### src/hdl/hmm_pkg.sv
`timescale 1ns / 1ps

package hmm_pkg;

  localparam int KEY_W = 32;
  localparam int VAL_W = 32;

  typedef enum logic {
    OP_INSERT = 1'b0,
    OP_DELETE = 1'b1
  } op_t;

  typedef enum logic [2:0] {
    ST_ADDED    = 3'd0,
    ST_DUP      = 3'd1,
    ST_REMOVED  = 3'd2,
    ST_NOTFOUND = 3'd3,
    ST_FULL     = 3'd4
  } status_t;

  typedef enum logic [1:0] {
    BK_CLEAR,
    BK_IDLE,
    BK_EXEC
  } back_state_t;

  typedef struct packed {
    op_t               op;
    logic [KEY_W-1:0]  key;
    logic [VAL_W-1:0]  value;
  } item_t;

  localparam int ITEM_W = $bits(item_t);

endpackage

### src/hdl/hmm_if.sv
`timescale 1ns / 1ps

interface hmm_in_if;
  logic               valid;
  logic               ready;
  logic               op;
  logic [31:0]        key;
  logic signed [31:0] value;

  modport source (output valid, output op, output key, output value, input ready);
  modport sink   (input valid, input op, input key, input value, output ready);
endinterface


### src/hdl/hmm_front.sv
`timescale 1ns / 1ps

module hmm_front #(
  parameter int BUCKETS = 8,
  parameter int RW      = 3
) (
  input  logic               clk,
  input  logic               rst,
  input  logic               clearing,
  hmm_in_if.sink             req,
  input  logic               q_full,
  output logic               q_push,
  output hmm_pkg::item_t     q_item,
  output logic [RW-1:0]      q_row
);

  localparam bit IS_POW2 = ((BUCKETS & (BUCKETS - 1)) == 0);

  logic                     full;
  logic [2:0]               cnt;
  logic [RW-1:0]            rem;
  logic [RW-1:0]            rem_step;
  logic [hmm_pkg::KEY_W-1:0] key_sh;
  hmm_pkg::item_t           item;
  logic                     done;
  logic                     accept;

  // remainder of one key byte per cycle, msb first
  always_comb begin
    logic [RW:0] t;
    t = {1'b0, rem};
    for (int i = 0; i < 8; i++) begin
      t = {t[RW-1:0], key_sh[hmm_pkg::KEY_W-1-i]};
      if (t >= (RW+1)'(BUCKETS)) begin
        t = t - (RW+1)'(BUCKETS);
      end
    end
    rem_step = t[RW-1:0];
  end

  assign done      = IS_POW2 ? 1'b1 : (cnt == 3'd4);
  assign q_push    = full && done && !q_full;
  assign req.ready = !clearing && (!full || q_push);
  assign accept    = req.valid && req.ready;
  assign q_item    = item;
  assign q_row     = rem;

  always_ff @(posedge clk) begin
    if (rst) begin
      full <= 1'b0;
      cnt  <= 3'd0;
    end else begin
      if (q_push) begin
        full <= 1'b0;
      end
      if (accept) begin
        full <= 1'b1;
        cnt  <= 3'd0;
      end else if (full && !done) begin
        cnt <= cnt + 3'd1;
      end
    end
  end

  always_ff @(posedge clk) begin
    if (accept) begin
      item.op    <= hmm_pkg::op_t'(req.op);
      item.key   <= req.key;
      item.value <= req.value;
      key_sh     <= req.key;
      if (IS_POW2 && BUCKETS > 1) begin
        rem <= req.key[RW-1:0];
      end else begin
        rem <= '0;
      end
    end else if (full && !done) begin
      rem    <= rem_step;
      key_sh <= key_sh << 8;
    end
  end

endmodule

### src/flat_wrapper.sv
// flat-port wrapper written by rule: the top's interface ports become plain ports
module hmm_front_flat 
#(
  parameter int BUCKETS = 8,
  parameter int RW      = 3
)
  (clk, rst, clearing, q_full, q_push, q_item, q_row, req_valid, req_op, req_key, req_value, req_ready);
  hmm_in_if req_i ();
  input  logic clk;
  input  logic rst;
  input  logic clearing;
  input  logic q_full;
  output logic q_push;
  output hmm_pkg::item_t q_item;
  output logic [RW-1:0] q_row;
  input wire logic [$bits(req_i.valid)-1:0] req_valid;
  input wire logic [$bits(req_i.op)-1:0] req_op;
  input wire logic [$bits(req_i.key)-1:0] req_key;
  input wire logic [$bits(req_i.value)-1:0] req_value;
  output wire logic [$bits(req_i.ready)-1:0] req_ready;
  assign req_i.valid = req_valid;
  assign req_i.op = req_op;
  assign req_i.key = req_key;
  assign req_i.value = req_value;
  assign req_ready = req_i.ready;
  hmm_front #(.BUCKETS(BUCKETS), .RW(RW)) u_core (.clk(clk), .rst(rst), .clearing(clearing), .req(req_i), .q_full(q_full), .q_push(q_push), .q_item(q_item), .q_row(q_row));
endmodule
### config.mk
export PLATFORM = sky130hd
export DESIGN_NAME = hmm_front_flat
export DESIGN_NICKNAME = d
export VERILOG_FILES = /design/src/hdl/hmm_pkg.sv /design/src/hdl/hmm_if.sv /design/src/hdl/hmm_front.sv /design/src/flat_wrapper.sv
export SDC_FILE = /design/constraint.sdc
export NUM_CORES = 1
export LEC_CHECK = 0
export BUFFER_PORTS_ARGS = -buffer_cell sky130_fd_sc_hd__buf_2
export CORE_MARGIN = 2
export CORE_UTILIZATION = 35
export CTS_BUF_LIST = sky130_fd_sc_hd__clkbuf_2
export CTS_CLUSTER_SIZE = 8
export DETAILED_ROUTE_END_ITERATION = 8
export HOLD_SLACK_MARGIN = 0.06
export PLACE_DENSITY = 0.76
export SYNTH_ARGS = -nofsm -noshare
export SYNTH_HDL_FRONTEND = slang
export SYNTH_SLANG_ARGS = --single-unit
### constraint.sdc
create_clock -name clk -period 6.7 [get_ports clk]
set_input_delay 1.34 -clock clk [delete_from_list [all_inputs] [get_ports clk]]
set_output_delay 1.34 -clock clk [all_outputs]
set_load 0.05 [all_outputs]
Yosys cells after proc, flatten, opt, wreduce, memory -nomap -nowiden:

Index checks and enable logic that the tools add are counted.

* flip-flop bits (word level): 69
* input bits: 70
* output and inout port bits: 70
* word-level logic and storage cells: 15

* mux-type cells: 2
* reductions and logical operators: 8

Operators by type and width (number)
* $logic_and A1 B1 Y1: 3
* $logic_not A1 Y1: 3
* $mux W1: 2
* $reduce_bool A2 Y1: 1
* $logic_or A1 B1 Y1: 1

Longest topological paths before layout:

* word-level depth: 6
* gate-level depth with buffers: 2
* mapped depth without buffers: 2

Least setup slack after synthesis:

No wires, ideal clock.

* kind: input -> register
* from: in clearing
* to: reg u_core.item (netlist bit u_core.q_item[0]) (enable)
* setup time: 0.509 ns
* arrival: 4.642 ns
* required time: 6.191 ns
* slack: 1.549 ns
* stages: 2
* path buffers: 0
* cell sequence: nand2b_4 -> a21oi_1

* cells in the longest elaborated chain, start to end: 3

Ends and longest elaborated chain
* from (decl): line flat_wrapper.sv:11 `input logic clearing;`
* $logic_not A1 Y1: line hmm_front.sv:43 `assign req.ready = !clearing && (!full || q_push);`
* $logic_and A1 B1 Y1: line hmm_front.sv:43
* $logic_and A1 B1 Y1: line hmm_front.sv:44 `assign accept = req.valid && req.ready;`
* via u_core.accept: line hmm_front.sv:26 `logic accept;`
* to (decl): line hmm_front.sv:24 `hmm_pkg::item_t item;`

The timed path passes the listed nets, and every way through them passes these cells.
A chain may end at the register's enable or synchronous reset.

Worst setup path after layout:

* from: in q_full
* to: out req_ready

* cells in the longest elaborated chain, start to end: 4

Ends and longest elaborated chain
* from (decl): line flat_wrapper.sv:12 `input logic q_full;`
* $logic_not A1 Y1: line hmm_front.sv:42 `assign q_push = full && done && !q_full;`
* $logic_and A1 B1 Y1: line hmm_front.sv:42
* $logic_or A1 B1 Y1: line hmm_front.sv:43
* $logic_and A1 B1 Y1: line hmm_front.sv:43
* to (decl): line flat_wrapper.sv:20 `output wire logic [$bits(req_i.ready)-1:0] req_ready;`

No other way between the ends.

==> results.json <==
{
  "gr-total-overflow": 0,
  "seq_area_frac_synth_pct": 96.8,
  "drt_wl_total_um": 3970,
  "drt_iter0_drc": 32,
  "power.switching_w": 0.000200,
  "netlist.area_leader.share_pct": 95.8,
  "hold_violations": 0,
  "layout_commonest_cell": "buf_2",
  "root_buffer": "clkbuf_2",
  "clock.fmax_mhz": 311,
  "grt_max_degree": 66,
  "max_cap_viol_count": 0,
  "critPathMaxFanout": 4,
  "die_area_um2": 6450,
  "drive_gt1_share_pct": 68.4,
  "power_w": 0.000746,
  "dp_cells": 284,
  "crit_path_start": "q_full",
  "synth.distinct_cells": 8,
  "synth_area_um2": 2040,
  "worst_slack_ns": 3.49,
  "layout.nets": 293,
  "place_congestion": 0.697,
  "antenna_found_initial": 0,
  "clock_latency_ns": 0.44,
  "vdd_drop_max_v": 0.000141,
  "outcome": "finished clean",
  "cts_max_level": 3,
  "mostFrequentLayoutCells": "buf_2 (139), edfxtp_1 (65), clkbuf_2 (11)",
  "r2r_cells": 2,
  "critPathCaptureType": "primary output",
  "start_util_pct": 36.5,
  "ctsLongestPathBuffers": 2,
  "synth_top_area_cell": "edfxtp_1",
  "synth-seq-cells": 66,
  "rsz0062_at_grt": "false",
  "first_pass_iters": 4,
  "clkPwrFrac_pct": 21.3,
  "slew_violations": 0,
  "io_pins": 140,
  "rr_endpoint": "u_core.q_item[52]",
  "relSlewSlack_pct": 47.9,
  "num_antenna_cells": 0,
  "final_cells": 297,
  "cp.required_ns": 5.36,
  "finalSetupViolations": 0,
  "gr-usage-all-layers_pct": 12.5,
  "finalCritPeriodShare_pct": 47.9,
  "whs_path_depth": 2,
  "cts_buffers": 9,
  "synth.area.top_cells": "edfxtp_1 (96%), buf_4 (1.1%), dfxtp_1 (0.98%)",
  "syn_avg_cell_area_um2": 27.2,
  "leakage_nw": 1.24,
  "syn_inst": 75,
  "dp_slack_ns": 3.49,
  "die_h_um": 80.3,
  "die_w_um": 80.3,
  "port_buffers": 139,
  "power_frac_comb_pct": 14.5,
  "vias": 1261,
  "setup-tns-final_ns": 0,
  "cts_setup_buffers": 0,
  "period_needed_ns": 3.21,
  "cts_tree": "yes",
  "start_kind": "primary input",
  "power.density_nw_per_um2": 259,
  "cts_sinks": 66,
  "cts_resized": 0,
  "crit_arrival_ns": 1.87,
  "fillers": 484,
  "syn2layout_area_growth_pct": 41.5,
  "hold_class": "reg2reg",
  "finalClockSkew_ns": 0.0142,
  "seqPwrFrac_pct": 64.2,
  "ctsHoldBuffers": 0,
  "grt_pass1_vias": 1316,
  "internal_power_w": 0.000545,
  "postSynthNetCount": 145,
  "dp_hpwl_um": 3010,
  "grt_pass1_wl_um": 5720,
  "yosysWarnings": 0,
  "power.switching_fraction_pct": 26.9,
  "rows": 27,
  "reg2reg_slack_ns": 5.18,
  "endpoint": "req_ready",
  "regToRegStartpoint": "u_core.full",
  "worst_slew_pin_slew_ns": 0.782,
  "core-area_um2": 5570,
  "worstSetupPathType": "in2out",
  "drc": 0,
  "path_clk_slew_ns": 0.13,
  "routed_via_density": 4.25,
  "wire_per_inst_um": 13.4,
  "drtAntennaViolNets": 0
}
## critical path, cell delays in order
cell and delay, ns:
buf_2 0.13, a21oi_1 0.13, buf_2 0.27
## worst min-delay path by stage
| stage | end | slack [ns] | start |
|---|---|---|---|
| after floorplan | u_core.full | 0.46 | u_core.full |
| after global placement | u_core.full | 0.51 | u_core.full |
| after detailed placement | u_core.full | 0.52 | u_core.full |
| after CTS | u_core.full | 0.54 | u_core.full |
| after global routing | u_core.full | 0.58 | u_core.full |
| final | u_core.full | 0.55 | u_core.full |
## power by group through the flow
stage                     sequential (W)  combinational, W  clock [W]
after floorplan                 0.000549         0.0000131          0
after global placement          0.000488          0.000109          0
after detailed placement        0.000489          0.000110          0
after CTS                       0.000479          0.000110   0.000171
after global routing            0.000481          0.000114   0.000187
final                           0.000479          0.000108   0.000159
## cells in the mapped netlist
master / n
nand2_1: 1
nor2b_1: 1
buf_4: 3
dfxtp_1: 1
a21oi_2: 1
nand2b_4: 1
a21oi_1: 2
edfxtp_1: 65
## metrics by stage
| stage | hold slack, ns | utilization [%] | cell area, µm² |
|---|---|---|---|
| global route | 0.576 | 51.7 | 2880 |
| finish | 0.552 | 51.7 | 2880 |
| detailed placement | 0.524 | 50.6 | 2820 |
| global placement | 0.505 | 50.6 | 2820 |
| floorplan | 0.456 | - | 2040 |
| CTS | 0.545 | 51.7 | 2880 |
## per-layer routing
layer | track usage (%) | vias to the layer above | routed length (µm)
li1 | - | 589 | -
met1 | 14.4 | 573 | 1550
met2 | 18.8 | 88 | 1850
met3 | 4.83 | 11 | 460
met4 | 9.15 | 0 | 110
met5 | 0 | - | 0
## cell type report
class,count,area [µm²],share of cell area (%)
Tap cell,72,90.1,3.13
Timing Repair Buffer,140,703,24.4
Clock buffer,11,55.1,1.91
Multi-Input combinational cell,6,53.8,1.87
Clock inverter,2,7.51,0.261
Sequential cell,66,1970,68.4
## sequential cells by signal (all words and copies together), names as in the netlist
name and cells:
u_core.q_row 2, u_core.full 1, u_core.q_item 63
## cells by family after synthesis
group | share of synthesized area (%)
flops | 96.8
compound gates | 0.921
simple gates | 1.17
buf+inv | 1.11
No activity file was read; power rests on OpenSTA's default activity.
