[src/hdl/hmm_fifo.sv]
`timescale 1ns / 1ps

module hmm_fifo #(
  parameter int W = 8
) (
  input  logic         clk,
  input  logic         rst,
  input  logic         push,
  input  logic [W-1:0] din,
  input  logic         pop,
  output logic [W-1:0] dout,
  output logic         full,
  output logic         empty
);

  logic [W-1:0] entries [2];
  logic         wr_ptr;
  logic         rd_ptr;
  logic [1:0]   cnt;

  assign full  = (cnt == 2'd2);
  assign empty = (cnt == 2'd0);
  assign dout  = entries[rd_ptr];

  always_ff @(posedge clk) begin
    if (rst) begin
      wr_ptr <= 1'b0;
      rd_ptr <= 1'b0;
      cnt    <= 2'd0;
    end else begin
      if (push) begin
        wr_ptr <= ~wr_ptr;
      end
      if (pop) begin
        rd_ptr <= ~rd_ptr;
      end
      if (push && !pop) begin
        cnt <= cnt + 2'd1;
      end else if (pop && !push) begin
        cnt <= cnt - 2'd1;
      end
    end
  end

  always_ff @(posedge clk) begin
    if (push) begin
      entries[wr_ptr] <= din;
    end
  end

endmodule

[config.mk]
export PLATFORM = sky130hd
export DESIGN_NAME = hmm_fifo
export DESIGN_NICKNAME = d
export VERILOG_FILES = /design/src/hdl/hmm_fifo.sv
export SDC_FILE = /design/constraint.sdc
export NUM_CORES = 1
export LEC_CHECK = 0
export CAP_MARGIN = 10
export CORE_ASPECT_RATIO = 1.1
export CORE_MARGIN = 2
export CORE_UTILIZATION = 35
export DETAILED_ROUTE_END_ITERATION = 10
export DONT_BUFFER_PORTS = 1
export PLACE_DENSITY = 0.49
export SYNTH_ARGS = -nofsm -noshare
export SYNTH_HDL_FRONTEND = slang
export SYNTH_SLANG_ARGS = --single-unit
[constraint.sdc]
create_clock -name clk -period 1.18 [get_ports clk]
set_clock_uncertainty 0.1 [all_clocks]
set_input_delay 0.236 -clock clk [delete_from_list [all_inputs] [get_ports clk]]
set_output_delay 0.236 -clock clk [all_outputs]
set_load 0.02 [all_outputs]
# ---- After elaboration in Yosys (flattened, before gate mapping)
# Memories as Yosys holds them, arrays and structs flattened. A register that Yosys moved wholly into a read port is not among the register bits.
# Cells that the tools add are included.
# Widths: inputs -> output; s select.
dict set report classes {
  mux 6
  n_bitwise 2
  n_eq_ne 1
  reduce_logical 6
  add_sub_neg 2
}
# op n
set ops {}
lappend ops {{$mux 1} 4}
lappend ops {{$mux 2} 2}
lappend ops {{$add 2x1->2 const B} 1}
lappend ops {{$eq 2x2->1 const B} 1}
lappend ops {{$logic_and 1x1->1} 2}
lappend ops {{$logic_not 1->1} 2}
lappend ops {{$logic_not 2->1} 1}
lappend ops {{$not 1->1} 2}
lappend ops {{$reduce_bool 2->1} 1}
lappend ops {{$sub 2x1->2 const B} 1}
dict set report totals {
  word_cells 21
  in_bits 12
  n_memories 1
  reg_bits 4
  ram_bits 16
  output_inout_bits 10
}
# memory depth width rd rd_clocked_by_memory_dff write_ports line
set memory_table {}
lappend memory_table {entries 2 8 1 1 1 16} ;# logic [W-1:0] entries [2];

# ---- Longest topological paths before layout
# Gate-level depths: netlist of the first run.
dict set report depth {
  ltp_word 4
  mapped_depth 5
}

# ---- Worst setup path after synthesis of the first run
# No wires, ideal clock.
dict set report synth_timing {
  path_kind {reg-to-output}
  start {reg with a tool-made name}
  end {out dout[0]}
  arrival_ns 0.853
  path_stages_with_launch 3
  required_ns 0.844
  slack_ns -0.009
  path_buffers 1
  path_cell_list {dfxtp_1 -> buf_2 -> mux2_2}
}
# element line
set synth_lines {}
lappend synth_lines {{to (decl)} 11} ;# output logic [W-1:0] dout,

==> flow_metrics.env, run 1 <==
export IMPL_startpoint_type="register"
export IMPL_n_fill_cell=187
export IMPL_path_delay_family="flip-flops"
export IMPL_fin_crit_sh_pct=123
export IMPL_ant_nets=0
export IMPL_maxCapViolCount=0
export IMPL_maxSlewViolCount=0
export IMPL_route_detailed_wl_per_inst_um=13.6
export IMPL_syn_nets=60
export IMPL_worstHoldPathType="input port to register"
export IMPL_crit_type="register to output pin"
export IMPL_total_power_mw=1.51
export IMPL_path_buf_inv=1
export IMPL_wl_mm=1.28
export IMPL_num_rows=17
export IMPL_yosys_top_cells_area="edfxtp_1, dfxtp_1, mux2_2"
export IMPL_crit_path_top_delay_cell="dfxtp_2"
export IMPL_stdcell_count=94
export IMPL_yosysTopAreaCell="edfxtp_1"
export IMPL_post_dp_cell_area_um2=861
export IMPL_initial_core_util_pct=38.0
export IMPL_async_reset_ff_share_pct=0
export IMPL_synthFlopType="edfxtp_1"
export IMPL_gp_congestion=0.663
export IMPL_drtIter0Drc=3
export IMPL_ir_drop_uv=788
export IMPL_syn_area_um2=783
export IMPL_cp_end_kind="output pin"
export IMPL_io_buffers=0
export IMPL_area_growth_pct=34.3
export IMPL_cts_max_level=1
export IMPL_crit_fanout=4
export IMPL_synth_seq_cells=21
export IMPL_path_clk_slew_ns=0.11
export IMPL_grt_pass1_vias=462
export IMPL_cts_tree="done"
export IMPL_synth_most_common_cell="edfxtp_1"
export IMPL_rsz0062_at_grt="true"
export IMPL_final_area_um2=1050
export IMPL_cpPeakStageDelay_ns=0.36
export IMPL_worst_slew_margin_rel_pct=86.2
export IMPL_synthCells=47
export IMPL_grt_remaining_overflow=0
export IMPL_synth_warnings=0
export IMPL_via_per_inst=4.46
export IMPL_hold_viol_final=0
export IMPL_nets=80
export IMPL_setup_violations=10
export IMPL_status="finished, violations left"
export IMPL_arrival_ns=1.11
export IMPL_antenna_found_initial=0
export IMPL_drcViolationCount=0
export IMPL_setup_slack_ns=-0.270
export IMPL_synth_edf_count=16
export IMPL_cts_max_path_buffers=2
export IMPL_synth_top_area_share_pct=61.3
export IMPL_place_inst=80
export IMPL_cts_root_buf="clkbuf_4"
export IMPL_io_pins=22
export IMPL_dr_pass1_iters=3
export IMPL_worstMarginPinSlew_ns=0.206
export IMPL_synth_area_per_cell_um2=16.7
export IMPL_die_h_um=53.6
export IMPL_synth_common_cells="edfxtp_1, mux2_2, dfxtp_1, nor2_1"
export IMPL_clk_insertion_delay_late_ns=0.29
export IMPL_postCtsSetupBuffers=0
export IMPL_dieArea_um2=2630
export IMPL_grt_pass1_wl_mm=2.04
export IMPL_clkSinkCount=21
export IMPL_synth_seq_area_share_pct=74.1
export IMPL_worstPathCellList="buf_6 -> mux2_4"
export IMPL_place_hpwl_um=958
export IMPL_clock_fmax_mhz=690
export IMPL_yosys_cell_types_count=15
export IMPL_vias=419
export IMPL_cts_made_buffers=3
export IMPL_grt_util_all_layers_pct=10.8
export IMPL_fin_crit_ns=1.45
export IMPL_powerDensity_nw_per_um2=1440
export IMPL_required_ns=0.84
export IMPL_layout_drive_gt1_share_pct=36.4
export IMPL_diodes=0
export IMPL_p_leak_nw=0.400
export IMPL_violations="setup timing"
export IMPL_coreArea_um2=2060
export IMPL_fp_dieW_um=49.1
export IMPL_grt_max_degree=12
timing repair:
item,CTS,global route
endpoints found under the hold margin,21,0
resized for setup,18,1
endpoints found under the setup margin,10,11
hold buffers,10,0
pin swaps,0,2
state kept, by name (all words and copies together) (netlist names), named ones only:
name     count
wr_ptr       1
rd_ptr       1
entries     16
cnt          2
cell type report:
cell class | instances | area [um2] | area share [%]
clock buffers | 4 | 26.3 | 2.50
inverters | 1 | 3.75 | 0.357
multi-input cells | 24 | 241 | 22.9
flip-flops and latches | 21 | 589 | 56.0
well taps | 28 | 35.0 | 3.33
repair buffers | 16 | 156 | 14.9
report_power, final:
group,leakage [nW],internal [mW],switching [mW]
Combinational,0.192,0.148,0.144
Clock,0.0150,0.131,0.197
Sequential,0.193,0.857,0.0359
placed cells by master, fill, tap and decap left out:
master	instances
dfxtp_1	2
a21oi_1	1
nor2b_2	1
xor2_2	1
and2b_2	1
or3_1	1
buf_6	3
and2_1	1
buf_4	3
nor2_4	1
clkbuf_4	3
dlygate4sd3_1	10
nor2_1	4
edfxtp_1	16
xnor2_1	2
o21ai_0	1
xor2_1	1
mux2_4	8
dfxtp_2	1
dfxtp_4	2
clkbuf_1	1
inv_1	1
ha_1	1
per-stage QoR:
step	setup TNS (ns)	worst slack (ns)	util, %	hold slack, ns
floorplan	-0.0734	-0.00917	-	0.205
global placement	-0.0540	-0.00857	41.7	0.206
detailed placement	-0.117	-0.0667	41.7	0.214
CTS	-2.43	-0.284	50.6	0.0488
global route	-2.79	-0.324	51.0	0.0463
finish	-2.33	-0.270	51.0	0.0292
routing by layer:
metal	wire length [um]	GRT usage, %	up-vias
li1	-	-	205
met1	468	9.96	198
met2	732	23.2	14
met3	72	3.06	2
met4	6	2.86	0
met5	0	0	-
worst paths after layout:
| check | cells past startpoint | slack (ns) | endpoint | startpoint |
|---|---|---|---|---|
| setup reg to reg | 3 | 0.05 | cnt[1]$_SDFFE_PP0P_ | cnt[0]$_SDFFE_PP0P_ |
| hold reg to reg | 2 | 0.46 | rd_ptr$_SDFFE_PP0P_ | rd_ptr$_SDFFE_PP0P_ |
| setup / recovery | 2 | -0.27 | dout[3] | register |
| hold / removal | 2 | 0.03 | rd_ptr$_SDFFE_PP0P_ | pop |
worst reg2reg max path: stages, from the launching register on:
cell     delay (ns)
dfxtp_4        0.39
xor2_2         0.15
or3_1          0.30
a21oi_1        0.12
cells by family (layout without fill, tap and decap cells):
family	after synthesis	count (layout)	share of synthesized area (%)
AND/OR/NAND/NOR	9	9	5.91
adder cells (fa/ha/maj)	1	1	1.60
AO/OA/AOI/OAI	2	2	1.28
XOR/XNOR	4	4	4.47
multiplexers	8	8	11.5
flip-flops	21	21	74.1
buffers and inverters	2	21	1.12
Power figures use the tool's default switching activity.
==> run 2, diff against run 1 <==
- CORE_UTILIZATION: 35 -> 52
- PLACE_DENSITY: 0.49 -> 0.68
==> run 2 against run 1 <==
The flow still finishes with violations (setup timing). Final cell count is 11% lower. Non-clock buffer count is 2 higher. First-iteration DRC count is 67% higher. Cell area is 2.5% lower. Sequential power is 1% lower. Routed wire length is 11% higher. Largest cell class unchanged. Highest routed layer is now met3.
==> flow_metrics.env, run 2 (synthesis gave the netlist of run 1 again) <==
export IMPL_status="finished, violations left"
export IMPL_violations="setup timing"
export IMPL_nets=82
export IMPL_vias=438
export IMPL_clk_insertion_delay_late_ns=0.29
export IMPL_cts_root_buf="clkbuf_4"
export IMPL_worstHoldPathType="input port to register"
export IMPL_grt_pass1_wl_mm=2.12
export IMPL_cts_max_level=1
export IMPL_worstPathCellList="buf_4 -> mux2_4"
export IMPL_diodes=0
export IMPL_startpoint_type="register"
export IMPL_ir_drop_uv=1310
export IMPL_antenna_found_initial=0
export IMPL_maxSlewViolCount=0
export IMPL_clock_fmax_mhz=692
export IMPL_worstMarginPinSlew_ns=0.248
export IMPL_path_clk_slew_ns=0.11
export IMPL_cts_tree="done"
export IMPL_fin_crit_ns=1.44
export IMPL_route_detailed_wl_per_inst_um=17.0
export IMPL_fp_dieW_um=41.0
export IMPL_dr_pass1_iters=3
export IMPL_cts_made_buffers=3
export IMPL_coreArea_um2=1380
export IMPL_p_leak_nw=0.406
export IMPL_cpPeakStageDelay_ns=0.35
export IMPL_largest_register="entries"
export IMPL_layout_common_cells="edfxtp_1, dlygate4sd3_1, mux2_4, buf_4, nor2_1"
export IMPL_crit_type="register to output pin"
export IMPL_finalSetupTns_ns=-2.23
export IMPL_maxCapViolCount=0
export IMPL_layout_drive_gt1_share_pct=38.2
export IMPL_cp_end_kind="output pin"
export IMPL_required_ns=0.84
export IMPL_rsz0062_at_grt="true"
export IMPL_final_common_cell="edfxtp_1"
export IMPL_grt_remaining_overflow=0
export IMPL_setup_violations=11
export IMPL_powerDensity_nw_per_um2=1470
export IMPL_drcViolationCount=0
export IMPL_drtIter0Drc=5
export IMPL_grt_pass1_vias=486
export IMPL_io_buffers=0
export IMPL_io_pins=22
export IMPL_initial_core_util_pct=56.6
export IMPL_cts_max_path_buffers=2
export IMPL_num_rows=14
export IMPL_arrival_ns=1.11
export IMPL_via_per_inst=5.21
export IMPL_gp_congestion=0.641
export IMPL_clkSinkCount=21
export IMPL_grt_util_all_layers_pct=18.2
export IMPL_crit_fanout=3
export IMPL_fin_crit_sh_pct=122
export IMPL_fin_util_pct=74.1
export IMPL_hold_viol_final=0
export IMPL_wl_mm=1.42
export IMPL_area_growth_pct=31.0
export IMPL_grt_max_degree=12
export IMPL_dieArea_um2=1830
export IMPL_rrSetupSlack_ns=-0.12
export IMPL_setup_slack_ns=-0.264
export IMPL_n_fill_cell=75
export IMPL_die_h_um=44.7
export IMPL_reg_top3="entries: 16 flops, cnt: 2 flops"
export IMPL_worst_slew_margin_rel_pct=83.3
export IMPL_ant_nets=0
export IMPL_crit_path_top_delay_cell="dfxtp_2"
export IMPL_path_buf_inv=1
export IMPL_largest_register_ffs=16
export IMPL_total_power_mw=1.51
export IMPL_path_delay_family="flip-flops"
-- run 2: cell types whose count changed in the layout (fill, tap and decap cells not counted), moves of 2 or more --
cell and change:
dfxtp_2 +2, buf_4 +5, dfxtp_4 -2, buf_6 -2
-- run 2: cell type report --
type	instances	area [um2]	area share, %
sequential	21	584	57.0
inverter	1	3.75	0.366
clock buffer	4	26.3	2.56
multi-input combinational	24	230	22.4
tap	16	20.0	1.95
timing repair buffer	18	161	15.7
-- run 2: routing by layer --
layer | routed length (um) | part of all wire (%) | track usage (%) | vias up
met5 | 0 | 0 | 0 | -
met4 | 0 | 0 | 2.00 | 0
met3 | 54 | 3.8 | 4.43 | 0
met2 | 900 | 63 | 36.9 | 12
met1 | 469 | 33 | 17.2 | 217
li1 | - | - | - | 209
-- run 2: path summary, 6_finish.rpt --
check | from | to | depth (start not counted)
max | register | dout[2] | 2
min | push | wr_ptr$_SDFFE_PP0P_ | 2
max reg2reg | cnt[0]$_SDFFE_PP0P_ | cnt[1]$_SDFFE_PP0P_ | 4
min reg2reg | rd_ptr$_SDFFE_PP0P_ | register | 2
-- run 2: what timing repair did --
item | CTS | global route
resized for setup | 12 | 1
hold buffers | 9 | 0
hold endpoints to repair | 21 | 0
buffers inserted | 2 | 0
setup endpoints to repair | 10 | 11
pin swaps | 1 | 0
-- run 2: where the power goes --
| group | switching, mW | internal, mW | total (mW) |
|---|---|---|---|
| Combinational | 0.155 | 0.150 | 0.305 |
| Clock | 0.191 | 0.131 | 0.322 |
| Sequential | 0.0242 | 0.856 | 0.880 |
| Total | 0.370 | 1.14 | 1.51 |
-- run 2: metrics by stage --
step / worst slack, ns / std cells / instance area, um2 / hold WS, ns
after CTS: -0.269 / 84 / 1020 / 0.0137
after floorplan: -0.00917 / 47 / 786 / 0.205
final: -0.264 / 84 / 1030 / 0.0229
after detailed placement: -0.0445 / 69 / 853 / 0.211
after global routing: -0.317 / 84 / 1030 / 0.00840
after global placement: -0.0101 / 69 / 853 / 0.206
