$ cat config.mk
export PLATFORM = sky130hd
export DESIGN_NAME = hmm_back_flat
export DESIGN_NICKNAME = d
export VERILOG_FILES = /design/src/hdl/hmm_pkg.sv /design/src/hdl/hmm_if.sv /design/src/hdl/hmm_back.sv /design/src/flat_wrapper.sv
export SDC_FILE = /design/constraint.sdc
export NUM_CORES = 2
export LEC_CHECK = 0
export ABC_CLOCK_PERIOD_IN_PS = 39500
export BUFFER_PORTS_ARGS = -buffer_cell sky130_fd_sc_hd__buf_4
export CAP_MARGIN = 20
export CORE_ASPECT_RATIO = 0.6
export CORE_MARGIN = 1.5
export CORE_UTILIZATION = 25
export DETAILED_ROUTE_END_ITERATION = 8
export GPL_ROUTABILITY_DRIVEN = 1
export GPL_TIMING_DRIVEN = 0
export HOLD_SLACK_MARGIN = 0.03
export PLACE_DENSITY = 0.36
export SLEW_MARGIN = 10
export SYNTH_ARGS = -nofsm -noshare
export SYNTH_HDL_FRONTEND = slang
export SYNTH_MEMORY_MAX_BITS = 65536
export SYNTH_SLANG_ARGS = --single-unit
$ cat constraint.sdc
create_clock -name clk -period 39.5 [get_ports clk]
set_input_delay 1.975 -clock clk [delete_from_list [all_inputs] [get_ports clk]]
set_output_delay 1.975 -clock clk [all_outputs]
set_load 0.02 [all_outputs]
$ cat src/hdl/hmm_pkg.sv
`timescale 1ns / 1ps

package hmm_pkg;

  localparam int KEY_W = 32;
  localparam int VAL_W = 32;

  typedef enum logic {
    OP_INSERT = 1'b0,
    OP_DELETE = 1'b1
  } op_t;

  typedef enum logic [2:0] {
    ST_ADDED    = 3'd0,
    ST_DUP      = 3'd1,
    ST_REMOVED  = 3'd2,
    ST_NOTFOUND = 3'd3,
    ST_FULL     = 3'd4
  } status_t;

  typedef enum logic [1:0] {
    BK_CLEAR,
    BK_IDLE,
    BK_EXEC
  } back_state_t;

  typedef struct packed {
    op_t               op;
    logic [KEY_W-1:0]  key;
    logic [VAL_W-1:0]  value;
  } item_t;

  localparam int ITEM_W = $bits(item_t);

endpackage

$ cat src/hdl/hmm_if.sv


interface hmm_out_if;
  logic       valid;
  logic       ready;
  logic [2:0] status;
  logic [3:0] removed_count;
  logic [6:0] total_count;

  modport source (output valid, output status, output removed_count,
                  output total_count, input ready);
  modport sink   (input valid, input status, input removed_count,
                  input total_count, output ready);
endinterface

$ cat src/hdl/hmm_back.sv
`timescale 1ns / 1ps

module hmm_back #(
  parameter int BUCKETS = 8,
  parameter int WAYS    = 8,
  parameter int RW      = 3
) (
  input  logic            clk,
  input  logic            rst,
  input  logic            q_valid,
  input  hmm_pkg::item_t  q_item,
  input  logic [RW-1:0]   q_row,
  output logic            q_pop,
  output logic            clearing,
  hmm_out_if.source       rsp
);

  localparam int CW = $clog2(WAYS + 1);
  localparam int TW = $clog2(BUCKETS * WAYS + 1);

  hmm_pkg::back_state_t state, state_next;
  logic [RW-1:0]        clr_row;
  logic [TW-1:0]        entry_total;

  // row store: valid bits, keys and values of one bucket per address
  logic [WAYS-1:0]                          valid_mem [BUCKETS];
  logic [WAYS-1:0][hmm_pkg::KEY_W-1:0]      key_mem   [BUCKETS];
  logic [WAYS-1:0][hmm_pkg::VAL_W-1:0]      val_mem   [BUCKETS];

  logic [WAYS-1:0]                          rd_valid;
  logic [WAYS-1:0][hmm_pkg::KEY_W-1:0]      rd_key;
  logic [WAYS-1:0][hmm_pkg::VAL_W-1:0]      rd_val;

  logic                                     we, re, load;
  logic [RW-1:0]                            wa;
  logic [WAYS-1:0]                          mem_wvalid;

  logic [WAYS-1:0]                          kmatch, dup, free, free_pick;
  logic [CW-1:0]                            removed;
  logic [CW-1:0]                            removed_out;
  logic [WAYS-1:0]                          wvalid;
  logic [WAYS-1:0][hmm_pkg::KEY_W-1:0]      wkey;
  logic [WAYS-1:0][hmm_pkg::VAL_W-1:0]      wval;
  hmm_pkg::status_t                         status;
  logic [TW-1:0]                            total_next;
  logic                                     out_free;

  // compare all ways of the fetched row against the queued item
  always_comb begin
    for (int w = 0; w < WAYS; w++) begin
      kmatch[w] = rd_valid[w] && (rd_key[w] == q_item.key);
      dup[w]    = kmatch[w] && (rd_val[w] == q_item.value);
      free[w]   = !rd_valid[w];
    end
    free_pick = free & (~free + WAYS'(1));
    removed   = CW'($countones(kmatch));
  end

  always_comb begin
    wvalid      = rd_valid;
    wkey        = rd_key;
    wval        = rd_val;
    total_next  = entry_total;
    removed_out = '0;
    if (q_item.op == hmm_pkg::OP_INSERT) begin
      if (|dup) begin
        status = hmm_pkg::ST_DUP;
      end else if (!(|free)) begin
        status = hmm_pkg::ST_FULL;
      end else begin
        status     = hmm_pkg::ST_ADDED;
        wvalid     = rd_valid | free_pick;
        total_next = entry_total + TW'(1);
        for (int w = 0; w < WAYS; w++) begin
          if (free_pick[w]) begin
            wkey[w] = q_item.key;
            wval[w] = q_item.value;
          end
        end
      end
    end else begin
      wvalid      = rd_valid & ~kmatch;
      total_next  = entry_total - TW'(removed);
      removed_out = removed;
      status      = (removed != '0) ? hmm_pkg::ST_REMOVED : hmm_pkg::ST_NOTFOUND;
    end
  end

  assign out_free   = !rsp.valid || rsp.ready;
  assign clearing   = (state == hmm_pkg::BK_CLEAR);
  assign mem_wvalid = clearing ? '0 : wvalid;

  always_ff @(posedge clk) begin
    if (rst) begin
      state <= hmm_pkg::BK_CLEAR;
    end else begin
      state <= state_next;
    end
  end

  always_comb begin
    state_next = state;
    we         = 1'b0;
    re         = 1'b0;
    load       = 1'b0;
    q_pop      = 1'b0;
    wa         = q_row;
    case (state)
      hmm_pkg::BK_CLEAR: begin
        we = 1'b1;
        wa = clr_row;
        if (clr_row == RW'(BUCKETS - 1)) begin
          state_next = hmm_pkg::BK_IDLE;
        end
      end
      hmm_pkg::BK_IDLE: begin
        if (q_valid) begin
          re         = 1'b1;
          state_next = hmm_pkg::BK_EXEC;
        end
      end
      hmm_pkg::BK_EXEC: begin
        if (out_free) begin
          we         = 1'b1;
          load       = 1'b1;
          q_pop      = 1'b1;
          state_next = hmm_pkg::BK_IDLE;
        end
      end
      default: begin
        state_next = hmm_pkg::BK_CLEAR;
      end
    endcase
  end

  always_ff @(posedge clk) begin
    if (rst) begin
      clr_row     <= '0;
      entry_total <= '0;
      rsp.valid   <= 1'b0;
    end else begin
      if (clearing) begin
        clr_row <= clr_row + RW'(1);
      end
      if (load) begin
        entry_total <= total_next;
        rsp.valid   <= 1'b1;
      end else if (rsp.ready) begin
        rsp.valid <= 1'b0;
      end
    end
  end

  always_ff @(posedge clk) begin
    if (load) begin
      rsp.status        <= status;
      rsp.removed_count <= 4'((32'(removed_out) > 32'd15) ? 32'd15 : 32'(removed_out));
      rsp.total_count   <= 7'((32'(total_next) > 32'd127) ? 32'd127 : 32'(total_next));
    end
  end

  always_ff @(posedge clk) begin
    if (we) begin
      valid_mem[wa] <= mem_wvalid;
      key_mem[wa]   <= wkey;
      val_mem[wa]   <= wval;
    end
    if (re) begin
      rd_valid <= valid_mem[q_row];
      rd_key   <= key_mem[q_row];
      rd_val   <= val_mem[q_row];
    end
  end

endmodule

$ cat src/flat_wrapper.sv
// flat-port wrapper written by rule: the top's interface ports become plain ports
module hmm_back_flat 
#(
  parameter int BUCKETS = 8,
  parameter int WAYS    = 8,
  parameter int RW      = 3
)
  (clk, rst, q_valid, q_item, q_row, q_pop, clearing, rsp_valid, rsp_status, rsp_removed_count, rsp_total_count, rsp_ready);
  hmm_out_if rsp_i ();
  input  logic clk;
  input  logic rst;
  input  logic q_valid;
  input  hmm_pkg::item_t q_item;
  input  logic [RW-1:0] q_row;
  output logic q_pop;
  output logic clearing;
  output wire logic [$bits(rsp_i.valid)-1:0] rsp_valid;
  output wire logic [$bits(rsp_i.status)-1:0] rsp_status;
  output wire logic [$bits(rsp_i.removed_count)-1:0] rsp_removed_count;
  output wire logic [$bits(rsp_i.total_count)-1:0] rsp_total_count;
  input wire logic [$bits(rsp_i.ready)-1:0] rsp_ready;
  assign rsp_valid = rsp_i.valid;
  assign rsp_status = rsp_i.status;
  assign rsp_removed_count = rsp_i.removed_count;
  assign rsp_total_count = rsp_i.total_count;
  assign rsp_i.ready = rsp_ready;
  hmm_back #(.BUCKETS(BUCKETS), .WAYS(WAYS), .RW(RW)) u_core (.clk(clk), .rst(rst), .q_valid(q_valid), .q_item(q_item), .q_row(q_row), .q_pop(q_pop), .clearing(clearing), .rsp(rsp_i));
endmodule
Word-level counts from Yosys, hierarchy flattened
Memory sizes are Yosys's and may differ from the RTL's. A register that Yosys moved wholly into a read port is not among the register bits.
Index checks and enable logic that the tools add are counted.
W data, S select, Z words.
{"block": "totals", "input_bits": 72, "n_memories": 3, "ram_bits": 4160, "register_bits": 27, "elab_cells": 127, "output_inout_bits": 17}
{"name": "u_core.key_mem", "depth": 8, "word_bits": 256, "rd": 1, "rd_ports_with_merged_regs": 1, "write_ports": 1, "line_no": "hmm_back.sv:27", "rtl": "logic [WAYS-1:0][hmm_pkg::KEY_W-1:0] key_mem [BUCKETS];"}
{"name": "u_core.val_mem", "depth": 8, "word_bits": 256, "rd": 1, "rd_ports_with_merged_regs": 1, "write_ports": 1, "line_no": "hmm_back.sv:28", "rtl": "logic [WAYS-1:0][hmm_pkg::VAL_W-1:0] val_mem [BUCKETS];"}
{"name": "u_core.valid_mem", "depth": 8, "word_bits": 8, "rd": 1, "rd_ports_with_merged_regs": 1, "write_ports": 1, "line_no": "hmm_back.sv:26", "rtl": "logic [WAYS-1:0] valid_mem [BUCKETS];"}
{"block": "classes", "addsub": 11, "n_eq_ne": 22, "bitwise_logic": 5, "mux": 47, "n_reduce_logical": 32}
{"op": "$mux W256", "n": 6}
{"op": "$eq A32 B32 Y1", "n": 16}
{"op": "$mux W32", "n": 16}
{"op": "$mux W8", "n": 4}
{"op": "$mux W7", "n": 3}
{"op": "$and A8 B8 Y8", "n": 2}
{"op": "$logic_and A1 B1 Y1", "n": 16}
{"op": "$not A8 Y8", "n": 2}
{"op": "$reduce_or A8 Y1", "n": 2}
{"op": "$add A4 B4 Y4", "n": 3}
{"op": "$mux W3", "n": 4}
{"op": "$logic_not A1 Y1", "n": 9}
{"op": "$mux W1", "n": 9}
{"op": "$add A1 B1 Y2", "n": 4}
{"op": "$add A8 B1 Y8 const B", "n": 1}
{"op": "$or A8 B8 Y8", "n": 1}
{"op": "$add A7 B1 Y7 const B", "n": 1}
{"op": "$sub A7 B4 Y7", "n": 1}
{"op": "$mux W2", "n": 3}
{"op": "$pmux W2 S3", "n": 1}
{"op": "$ne A2 B2 Y1 const B", "n": 2}
{"op": "$reduce_bool A4 Y1", "n": 1}
{"op": "$add A3 B1 Y3 const B", "n": 1}
{"op": "$eq A3 B3 Y1 const B", "n": 1}
{"op": "other kinds (8)", "n": 8}

Depth between registers and ports, before layout
{"block": "depth", "word_depth": 9, "depth_mapped": 23, "mapped_depth_nobuf": 21}

Worst setup path after synthesis
OpenSTA, ideal clock, no wires.
{"block": "synth_path", "path_kind": "input to register", "from": "input port q_row[0]", "to": "memory u_core.key_mem[1][0] (netlist name) (enable)", "stages": 7, "path_slack_ns": 12.929, "setup_time_ns": 1.416, "t_required_ns": 38.084, "path_buffers": 4, "t_arrival_ns": 25.155, "path_cell_list": "clkbuf_1 clkbuf_1 clkbuf_1 buf_1 nand3_1 a21o_1 nor2_1"}
{"block": "synth_between", "elab_chain_len": 1}
{"item": "from (decl)", "line_no": "flat_wrapper.sv:14", "rtl": "input logic [RW-1:0] q_row;"}
{"item": "$mux W3", "line_no": "hmm_back.sv:108", "rtl": "case (state)"}
{"item": "to (decl)", "line_no": "hmm_back.sv:27"}
Every way passes these cells.

Worst setup path after layout
{"block": "layout_path", "from": "input port q_item[53] (netlist name)", "to": "register u_core.rsp.total_count[6] (data pin)"}
{"block": "layout_between", "elab_chain_len": 7, "elab_cells_between_ends": 35, "cone_classes": "8 x add/sub; 8 x eq/ne; 2 x mux; 17 x reduce/logical"}
{"item": "from (decl)", "line_no": "flat_wrapper.sv:13", "rtl": "input hmm_pkg::item_t q_item;"}
{"item": "$eq A32 B32 Y1", "line_no": "hmm_back.sv:51", "rtl": "kmatch[w] = rd_valid[w] && (rd_key[w] == q_item.key);"}
{"item": "$logic_and A1 B1 Y1", "line_no": "hmm_back.sv:51"}
{"item": "$add A1 B1 Y2 (implied by the code)", "line_no": "hmm_back.sv:56", "rtl": "removed = CW'($countones(kmatch));"}
{"item": "$add A4 B4 Y4 (implied by the code)", "line_no": "hmm_back.sv:56"}
{"item": "$add A4 B4 Y4 (implied by the code) (*)", "line_no": "hmm_back.sv:56"}
{"item": "named net u_core.removed[2]", "line_no": "hmm_back.sv:39", "rtl": "logic [CW-1:0] removed;"}
{"item": "$sub A7 B4 Y7 (*)", "line_no": "hmm_back.sv:83", "rtl": "total_next = entry_total - TW'(removed);"}
{"item": "$mux W7 (*)", "line_no": "hmm_back.sv:65", "rtl": "if (q_item.op == hmm_pkg::OP_INSERT) begin"}
{"item": "named net u_core.total_next[6]", "line_no": "hmm_back.sv:45", "rtl": "logic [TW-1:0] total_next;"}
{"item": "to (signal assigned)", "line_no": "hmm_back.sv:158", "rtl": "rsp.total_count <= 7'((32'(total_next) > 32'd127) ? 32'd127 : 32'(total_next));"}
{"item": "to (decl)", "line_no": "hmm_if.sv:11", "rtl": "output total_count, input ready);"}
The timed path passes the listed nets; every way through them passes the cells marked *.
A chain may end at the register's enable or synchronous reset.

==> impl_metrics.tcl <==
set metrics [dict create \
    status "complete, no violations" \
    ioPinCount 89 \
    min_period_ns 8.51 \
    r2r_cells 18 \
    drc_errors 0 \
    crit_family "simple AND/OR/NAND/NOR gates" \
    cp_slowest_cell "nor4_1" \
    rsz0062_at_grt "no" \
    r2r_start "u_core.rd_key[196]$_DFFE_PP_" \
    fin_crit_sh_pct 21.6 \
    ys_seq_elements 4707 \
    hpwlAfterDp_um 427000 \
    cts-htree-levels 6 \
    initial_utilization_pct 25.2 \
    grt_antenna_before_repair 90 \
    crit_chain "buf_2 > buf_4 > xor2_1 > nor4_1 > nand4_1 > nor2_1 > and2_1 > ha_1 > inv_1 > fa_1 > fa_1 > inv_1 > ha_1 > fa_1 > inv_1 > maj3_1 > a21o_1 > or3_1 > a21boi_0 > xnor2_1" \
    drive_gt1_share_pct 36.0 \
    cts.clk_slew.worst_paths_ns 0.07 \
    worst-setup-path-type "in2reg" \
    synth.most_common_cell "edfxtp_1" \
    finalSetupViolCount 0 \
    ys_warn_count 0 \
    reg2reg_to "u_core.rsp.total_count[6]$_DFFE_PP_" \
    postCtsSetupBuffers 0 \
    track_usage_pct 16.5 \
    synth_fp_nets 8259 \
    cpPeakStageDelay_ns 0.77 \
    setup.worst_path.end_class "flip-flop" \
    fmax_mhz 117 \
    power_leakage_nw 69.6 \
    async_reset_ff_share_pct 0 \
    cts_made_buffers 525 \
    fin_tns_setup_ns 0 \
    multi_input_area_sq_mm 0.0421 \
    die_w_um 1120 \
    dr_total_vias 89900 \
    globalplace.congestion 0.715 \
    insertion_delay_ns 1.08 \
    grt_pass1_vias 94100 \
    max_cap_viol_count 0 \
    report.final.hold_viol_count 0 \
    clock-sinks 4707 \
    fillers 70900 \
    ant_nets 0 \
    cts_root_buf "clkbuf_16" \
    ir_worst_vdd_mv 0.0411 \
    synth_cell_type_count 52 \
    cp_num_buf_inv 5 \
    final_nets 9262 \
    synth_ff_type "edfxtp_1" \
    wl_per_cell_um 32.5 \
    cp-endpoint "u_core.rsp.total_count[6]$_DFFE_PP_" \
    startpoint_type "primary input" \
    synth_top_area_share_pct 76.0 \
    grt_max_degree 22 \
    core-area_sq_mm 0.738 \
    slew_viol_final 0 \
    dpl_cell_area_sq_mm 0.207 \
    cts_resized 0 \
    skew_ns 0.0538 \
    startpoint "q_item[53]" \
    arrival_ns 9.29 \
    viasPerCell 4.62 \
    final_area_sq_mm 0.224 \
    die_h_um 670 \
    drt-initial-drc-count 9146 \
    synth_area_leaders "edfxtp_1 76%, mux4_2 13%, mux2_2 6.2%, xor2_1 1.7%, xnor2_1 0.79%" \
    seq_area_sq_mm 0.141 \
    synthTopCellsByCount "4694 x edfxtp_1, 1040 x mux4_2, 1014 x mux2_2, 355 x xor2_1, 225 x clkbuf_1" \
    grt_pass1_wl_um 853000 \
    cts.path.max_buffers 4 \
    hp-class "reg2reg" \
    first_pass_iters 6 \
    port_buffers 20 \
    tritoncts "yes" \
    worstMarginPinSlew_ns 1.20 \
    area_growth_syn_to_layout_pct 20.5 \
    power.density_mw_per_mm2 51.6 \
    dieArea_sq_mm 0.747 \
    wirelength_um 633000 \
    reg2reg_slack_ns 32.61 \
    synth_area_per_cell_sq_um 22.7 \
    syn_inst 8170 \
    syn_area_sq_mm 0.186 \
    cp_num_cells 20 \
    gr-total-overflow 0 \
    synth_edf_count 4694 \
    slew_headroom_pct 19.9 \
    crit_required_ns 40.28 \
    rows 244 \
    yosys.area.top_type "edfxtp_1" \
    holdBufCountCts 0 \
    ys_seq_area_share_pct 76.1 \
    cp_max_fo 10 \
]
[kinds of logic after synthesis]
logic type | count (synthesis) | synth area share, %
adders and majority gates | 18 | 0.140
muxes | 2075 | 18.9
buffers and inverters | 506 | 1.26
xor gates and xnor gates | 522 | 2.46
AOI/OAI and AO/OA | 56 | 0.190
DFF | 4707 | 76.1
and+or+nand+nor | 286 | 0.911
[worst min path at each step]
stage	startpoint	endpoint	slack, ns	depth (start not counted)
6_report	u_core.clr_row[2]$_SDFFE_PP0P_	u_core.clr_row[2]$_SDFFE_PP0P_	0.58	2
5_1_grt	u_core.clr_row[2]$_SDFFE_PP0P_	u_core.clr_row[2]$_SDFFE_PP0P_	0.60	2
4_1_cts	u_core.clr_row[2]$_SDFFE_PP0P_	u_core.clr_row[2]$_SDFFE_PP0P_	0.56	2
3_5_place_dp	u_core.clr_row[2]$_SDFFE_PP0P_	u_core.clr_row[2]$_SDFFE_PP0P_	0.55	2
3_3_place_gp	u_core.clr_row[2]$_SDFFE_PP0P_	u_core.clr_row[2]$_SDFFE_PP0P_	0.52	2
2_1_floorplan	u_core.clr_row[2]$_SDFFE_PP0P_	u_core.clr_row[2]$_SDFFE_PP0P_	0.50	2
[flip-flops by register name (all words and copies together), names as in the netlist]
register	cells
u_core.rd_valid	8
u_core.state	2
u_core.rsp.total_count	7
u_core.rsp.removed_count	4
u_core.rd_key	256
u_core.clr_row	3
u_core.rd_val	256
u_core.entry_total	7
u_core.key_mem	2048
u_core.val_mem	2048
u_core.rsp.valid	1
u_core.rsp.status	3
u_core.valid_mem	64
[final cells by class]
type / instances / share of cell area [%]
antenna: 34 / 0.0381
buffer: 484 / 1.03
clock buffer: 682 / 6.33
clock inverter: 244 / 1.05
inverter: 22 / 0.0369
multi-input combinational: 2957 / 18.8
sequential: 4707 / 63.2
tap: 9840 / 5.51
timing repair buffer: 476 / 4.01
[placed cells by master, fill, tap and decap left out, types with 25 or more instances in the layout]
cell type  Yosys  layout
nand4_1       64      64
xnor2_1      167     167
diode_2        0      34
buf_2        112     125
mux2_2      1014    1014
nor4_1        98      92
clkbuf_1     225     335
clkbuf_16      0     544
mux4_2      1040    1040
clkbuf_2       0      25
xor2_1       355     355
clkinv_1       0     116
buf_1         78      67
nor2_1        43      31
buf_4         57      83
buf_12         0     253
edfxtp_1    4694    4694
buf_6         12      70
buf_8          0      58
bufinv_16      0      42
buf_16         0      79
clkinv_2       0      51
[routing by layer]
| metal | global-route usage, % | vias to the layer above | routed length [um] |
|---|---|---|---|
| met4 | 3.08 | 0 | 11200 |
| met2 | 24.9 | 2701 | 279000 |
| met3 | 2.92 | 609 | 38300 |
| met5 | 0 | - | 0 |
| li1 | - | 36200 | - |
| met1 | 25.1 | 50400 | 304000 |
[power by group]
part	internal [mW]	leakage [nW]	switching (mW)
Sequential	5.73	43.1	0.0478
Clock	2.80	8.04	2.03
Combinational	0.367	18.4	0.560
Total	8.89	69.6	2.64
[metrics by stage]
stage / total power, mW / hold WS, ns / instances / util [%] / setup WS (ns)
floorplan: 6.56 / 0.496 / 8170 / - / 12.93
global placement: 7.34 / 0.521 / 18000 / 26.8 / -25.33
detailed placement: 6.83 / 0.546 / 18500 / 28.0 / 29.90
CTS: 11.7 / 0.555 / 19400 / 30.3 / 31.00
global route: 11.9 / 0.597 / 19400 / 30.3 / 30.87
finish: 11.5 / 0.577 / 19400 / 30.3 / 30.99
[worst register-to-register path, cell delays in order, from the launching register on]
cell and delay (ns):
edfxtp_1 0.42, xor2_1 0.27, nor4_1 0.81, nand4_1 0.37
nor2_1 0.69, and2_1 0.25, ha_1 0.15, inv_1 0.06
fa_1 0.49, fa_1 0.49, inv_1 0.04, ha_1 0.19
fa_1 0.68, inv_1 0.09, maj3_1 0.34, a21o_1 0.22
or3_1 0.36, a21boi_0 0.17, xnor2_1 0.52
(Power assumes the default switching activity.)
